`src/hdl/srm_pkg.sv`:
```
`timescale 1ns / 1ps
// ----------------------------------------------------------------------------
// Send/receive matcher package
// Shared widths, action and status codes, and the command and status
// structures that pass between the controller and the datapath.
// ----------------------------------------------------------------------------
package srm_pkg;

   // Rank space is fixed by the 4-bit rank fields.
   localparam int MAX_RANKS = 16;
   localparam int RANK_W    = 4;
   localparam int PAIRS     = MAX_RANKS * MAX_RANKS;
   localparam int PAIR_W    = 2 * RANK_W;
   localparam int COUNT_W   = 5;
   localparam int HANDLE_W  = 16;
   localparam int SIZE_W    = 32;
   localparam int ACTION_W  = 2;
   localparam int STATUS_W  = 3;

   // Request actions.
   localparam logic [ACTION_W-1:0] ACT_ADD    = 2'd0;
   localparam logic [ACTION_W-1:0] ACT_REMOVE = 2'd1;
   localparam logic [ACTION_W-1:0] ACT_SEND   = 2'd2;
   localparam logic [ACTION_W-1:0] ACT_RECV   = 2'd3;

   // Response status codes.
   localparam logic [STATUS_W-1:0] ST_QUEUED    = 3'd0;
   localparam logic [STATUS_W-1:0] ST_MATCHED   = 3'd1;
   localparam logic [STATUS_W-1:0] ST_UNKNOWN   = 3'd2;
   localparam logic [STATUS_W-1:0] ST_FULL      = 3'd3;
   localparam logic [STATUS_W-1:0] ST_EXHAUSTED = 3'd4;
   localparam logic [STATUS_W-1:0] ST_DONE      = 3'd5;

   // Commands from the controller to the datapath.
   typedef struct packed {
      logic accept;
      logic lookup;
      logic fetch;
      logic load_out;
   } ctrl_cmd_type;

   // Status from the datapath to the controller.
   typedef struct packed {
      logic need_fetch;
   } dp_status_type;

endpackage

```
`src/hdl/srm_ctrl.sv`:
```
`timescale 1ns / 1ps
// ----------------------------------------------------------------------------
// Send/receive matcher controller
// Sequences one request through pointer lookup, optional entry fetch and
// delivery into the response register.
// ----------------------------------------------------------------------------
module srm_ctrl import srm_pkg::*; (
   input  logic          clock,
   input  logic          reset,
   input  logic          req_valid,
   output logic          req_stall,
   output logic          rsp_valid,
   input  logic          rsp_stall,
   input  dp_status_type dp_status,
   output ctrl_cmd_type  cmd
);

   localparam logic [1:0] S_IDLE   = 2'd0;
   localparam logic [1:0] S_LOOKUP = 2'd1;
   localparam logic [1:0] S_FETCH  = 2'd2;
   localparam logic [1:0] S_EMIT   = 2'd3;

   logic [1:0] state_ff, state_in;
   logic       rsp_valid_ff, rsp_valid_in;
   logic       out_free;

   // The response register can take a new result when empty or being drained.
   assign out_free = !rsp_valid_ff || !rsp_stall;

   // Next state and commands.
   always_comb begin
      state_in     = state_ff;
      cmd          = '0;
      case (state_ff)
         S_IDLE: begin
            if (req_valid) begin
               cmd.accept = 1'b1;
               state_in   = S_LOOKUP;
            end
         end
         S_LOOKUP: begin
            cmd.lookup = 1'b1;
            if (dp_status.need_fetch) begin
               state_in = S_FETCH;
            end else if (out_free) begin
               cmd.load_out = 1'b1;
               state_in     = S_IDLE;
            end else begin
               state_in = S_EMIT;
            end
         end
         S_FETCH: begin
            cmd.fetch = 1'b1;
            if (out_free) begin
               cmd.load_out = 1'b1;
               state_in     = S_IDLE;
            end else begin
               state_in = S_EMIT;
            end
         end
         S_EMIT: begin
            if (out_free) begin
               cmd.load_out = 1'b1;
               state_in     = S_IDLE;
            end
         end
         default: begin
            state_in = S_IDLE;
         end
      endcase
   end

   // The response stays valid until its transfer completes.
   assign rsp_valid_in = cmd.load_out || (rsp_valid_ff && rsp_stall);

   always_ff @(posedge clock) begin
      if (reset) begin
         state_ff     <= S_IDLE;
         rsp_valid_ff <= 1'b0;
      end else begin
         state_ff     <= state_in;
         rsp_valid_ff <= rsp_valid_in;
      end
   end

   assign req_stall = (state_ff != S_IDLE);
   assign rsp_valid = rsp_valid_ff;

endmodule

```
`config.mk`:
```
export PLATFORM = sky130hd
export DESIGN_NAME = srm_ctrl
export DESIGN_NICKNAME = d
export VERILOG_FILES = /design/src/hdl/srm_pkg.sv /design/src/hdl/srm_ctrl.sv
export SDC_FILE = /design/constraint.sdc
export NUM_CORES = 1
export LEC_CHECK = 0
export BUFFER_PORTS_ARGS = -buffer_cell sky130_fd_sc_hd__buf_2
export CAP_MARGIN = 20
export CORE_AREA = 2 2 39 41
export CTS_CLUSTER_DIAMETER = 120
export DETAILED_ROUTE_END_ITERATION = 10
export DIE_AREA = 0 0 41 43
export SYNTH_ARGS = -nofsm -noshare
export SYNTH_HDL_FRONTEND = slang
export SYNTH_SLANG_ARGS = --single-unit
export TNS_END_PERCENT = 50
```
`constraint.sdc`:
```
create_clock -name clock -period 2.1 [get_ports clock]
set_clock_uncertainty 0.1 [all_clocks]
set_input_delay 0.21 -clock clock [delete_from_list [all_inputs] [get_ports clock]]
set_output_delay 0.21 -clock clock [all_outputs]
set_load 0.005 [all_outputs]
```
Word-level counts from Yosys, hierarchy flattened
Index checks and enable logic that the tools add are counted.

word-level totals
  word-level logic and storage cells = 28
  output and inout bits = 6
  RAM bits = 0
  register bits after elaboration = 3
  bits in latches = 0
  memories = 0
  bits in read-only memories = 0

cells by class
  $mul = 0
  shifts and indexed selects = 0
  $add $sub $neg = 0
  divide/modulo/power cells = 0
  bitwise logic cells = 0
  multiplexer cells = 12
  reductions and logical operators = 9
  eq/ne operators = 5
  $lt $le $gt $ge = 0

operators by type and width
  kind                  count
  $mux W2               4
  $pmux W2 S4           1
  $mux W1               6
  $eq A2 B2 Y1 const B  2
  $ne A2 B2 Y1 const B  2
  $eq A2 B1 Y1 const B  1
  $logic_not A1 Y1      2
  $logic_not A2 Y1      1
  $logic_or A1 B1 Y1    2
  $pmux W1 S2           1
  $reduce_and A2 Y1     1
  $reduce_bool A2 Y1    1
  $reduce_or A2 Y1      1
  $logic_and A1 B1 Y1   1

Longest topological paths before layout
  word-level depth = 6
  gate-level depth with buffers = 3
  gate-level depth less buffers = 3

Worst setup path before layout
OpenSTA, ideal clock, no wires.

  path kind = register -> output
  start point = register state_ff[1]
  end point = output port cmd[3] in the netlist's numbering
  path slack = 1.154 ns
  arrival time = 0.636 ns
  cell stages (with the launch flop) = 3
  cell sequence = dfxtp_1 > nor2_2 > and2_1

RTL lines
  what                    RTL line        source
  start, declared         srm_ctrl.sv:23  logic [1:0] state_ff, state_in;
  start signal, assigned  srm_ctrl.sv:81  state_ff <= state_in;
  end, declared           srm_ctrl.sv:15  output ctrl_cmd_type cmd

==> metrics <==
total of max-cap violations 0; Die Y 43 microns; Cell Rows 14; hold slack between 0.09 and 0.1 ns; flops & latches, synth 3; r2r endpoint state_ff[0]$_SDFFE_PP0P_; post-synthesis mux area share 0%; relative slew slack 88.02%; DRT Pass-1 Iters 1; CTS buffer count 3; Worst-Margin Slew roughly 0.18 ns; number of global-route vias before repair 135; initial core utilization 11.12%; Comb pwr share 14.6%; Reg2Reg Setup Slack 1.20 ns; DR vias/cell 3.319; area delta synth->final 62.60%; critical path required time 1.79 ns; WS Path Type register to output port; Worst Setup End Kind output port; sw power 46.71 uW; period utilisation layout 62.35%; Placer Congestion 0.5047; main combinational cell family by area after synthesis simple AND/OR/NAND/NOR gates; Mapped Nets 22; drt total wl approximately 330 microns; Sw Ratio 24.14%; Clock power frac 52.4%; CTS tree built; clock sink total 3; Die Area 1763 sq um; Buffers on Ports 10; Syn Area/Cell 9.053 sq um; CTS HTree Levels 1; grt total ovfl 0; fmax 763.7 MHz; largest net degree at the start of global routing 6; Cells after Synth 17; clk_lat worst skew 0.23 ns; IO Count 11; Fin. Hold Viols 0; post-layout min period 1.309 ns; RSZ-0062 raised after global routing false; fraction of layout cells with a size suffix above 1 54.84%; placed cell areas roughly 220 sq um; xor and xnor area share after synthesis 0%; Post-Synth Simple-Gate Area 32.52%; wire per inst 7.000 microns; ANT nets after route 0; Critical path destination cmd[3]; Worst setup SP type register; Pint between 100 and 150 uW; overall routing resource usage under 10%; pwr dens 773.4 nW/um^2; Critical Path Fanout Max 5; final setup fails 0; initial antenna violation count 0; Lkg Pwr 0.1270 nW; vias 156; VDD IR max approximately 0.10 mV; Post-Layout Inst Area around 250 sq um; Adder-Cell Fraction of Synth Area 0%; hold bufs inserted after CTS 0; CP startpoint state_ff[1]$_SDFFE_PP0P_; DIE WIDTH approximately 40 microns; clk slew on worst S/H paths about 0.04 ns; post-synthesis compound-gate area fraction 23.58%; Hold Crit Depth 2; Post-Syn Area 153.9 sq um; sequential fraction of the synthesis area 39.02%; Setup Fix Bufs, Post-CTS 0; first-pass GRT wire length around 450 microns; Fillers 169; # DRC 0; Seq pwr share around a third; unique cell type count in the Yosys netlist 13; Root Driver clkbuf_4; R2R cell count 3; Placed Instances 43; Hold/Removal Path Class input pin to register; status complete, no violations; Finished Layout Cells 47; setup TNS 0 ns; count of final max-slew check failures 0; post-cts resize count 0; layout net count 37; Inserted Diodes 0; CP arrival 1.00 ns; yosys synthesis warning count 0; Reg-to-Reg Start state_ff[1]$_SDFFE_PP0P_; Max Root-Sink Buffers 2; DR iter-0 viols 0; core box area 1384 sq um
through the flow:
stage | power (mW) | worst slack, ns | utilization (%)
after detailed placement | 0.09340 | 1.029 | 16.18
after global routing | 0.2063 | 0.6899 | 18.08
after floorplan | 0.07917 | 1.154 | -
after global placement | 0.09301 | 1.029 | 16.18
after CTS | 0.1996 | 0.7704 | 18.08
final | 0.1935 | 0.7906 | 18.08
metal layers:
metal	global-route usage (%)	up-vias	part of all wire [%]	wire length, microns
li1	-	86	-	-
met1	4.140	59	43	141
met2	5.000	9	43	142
met3	1.571	2	9.1	30
met4	8.000	0	4.3	14
met5	0	-	0	0
flip-flops by register name, indices dropped and copies added, names as in the netlist:
register / flops
rsp_valid: 1
state_ff: 2
cells in the mapped netlist:
| master | n | area, sq um |
|---|---|---|
| nand3b_1 | 1 | 7.510 |
| nand2_1 | 1 | 3.750 |
| a21oi_2 | 1 | 8.760 |
| nor2b_1 | 1 | 6.260 |
| and2b_1 | 1 | 7.510 |
| a21oi_1 | 2 | 10.01 |
| o31ai_2 | 1 | 12.51 |
| nor3b_2 | 1 | 12.51 |
| inv_1 | 2 | 7.510 |
| o21ai_0 | 1 | 5.000 |
| nor2_2 | 1 | 6.260 |
| dfxtp_1 | 3 | 60.06 |
| and2_1 | 1 | 6.260 |
worst min-delay path by stage:
| stage | to | start | slack, ns |
|---|---|---|---|
| 3_3_place_gp | rsp_valid$_SDFF_PP0_ | reset | 0.34 |
| 6_report | rsp_valid$_SDFF_PP0_ | reset | 0.09 |
| 5_1_grt | rsp_valid$_SDFF_PP0_ | reset | 0.11 |
| 4_1_cts | rsp_valid$_SDFF_PP0_ | reset | 0.09 |
| 2_1_floorplan | rsp_valid$_SDFF_PP0_ | reset | 0.18 |
| 3_5_place_dp | rsp_valid$_SDFF_PP0_ | reset | 0.34 |
critical path: stages, from the launching register on:
cell and delay, ns:
dfxtp_1 0.33, nor2_2 0.19, and2_1 0.14, buf_2 0.10
cell usage in the layout, fill, tap and decap left out:
cell type and count:
a21oi_1 2, dfxtp_1 3, nor2b_1 1, o21ai_0 1
clkbuf_4 3, and2_1 1, clkbuf_1 1, inv_1 2
nand3b_1 1, and2b_1 1, o31ai_2 1, nand2_1 1
nor3b_2 1, buf_2 10, nor2_2 1, a21oi_2 1
power groups by stage:
stage | sequential, mW | clock, mW | combinational, mW
after floorplan | 0.0646 | 0 | 0.0146
after global placement | 0.0647 | 0 | 0.0284
after detailed placement | 0.0647 | 0 | 0.0287
after CTS | 0.0639 | 0.107 | 0.0289
after global routing | 0.0641 | 0.110 | 0.0326
final | 0.0638 | 0.101 | 0.0283
final cells by class:
class	instances	area, sq um	share of cell area (%)
inverter	2	7.507	3.000
sequential	3	60.06	24.00
multi-input combinational	12	86.33	34.50
tap	16	20.02	8.000
timing repair buffer	10	50.05	20.00
clock buffer	4	26.28	10.50
cell families (layout without fill, tap and decap cells):
logic type / count (synthesis) / after routing
AND/OR/NAND/NOR: 7 / 7
flip-flops: 3 / 3
buffers and inverters: 2 / 16
AO/OA/AOI/OAI: 5 / 5
(Power assumes the default switching activity.)
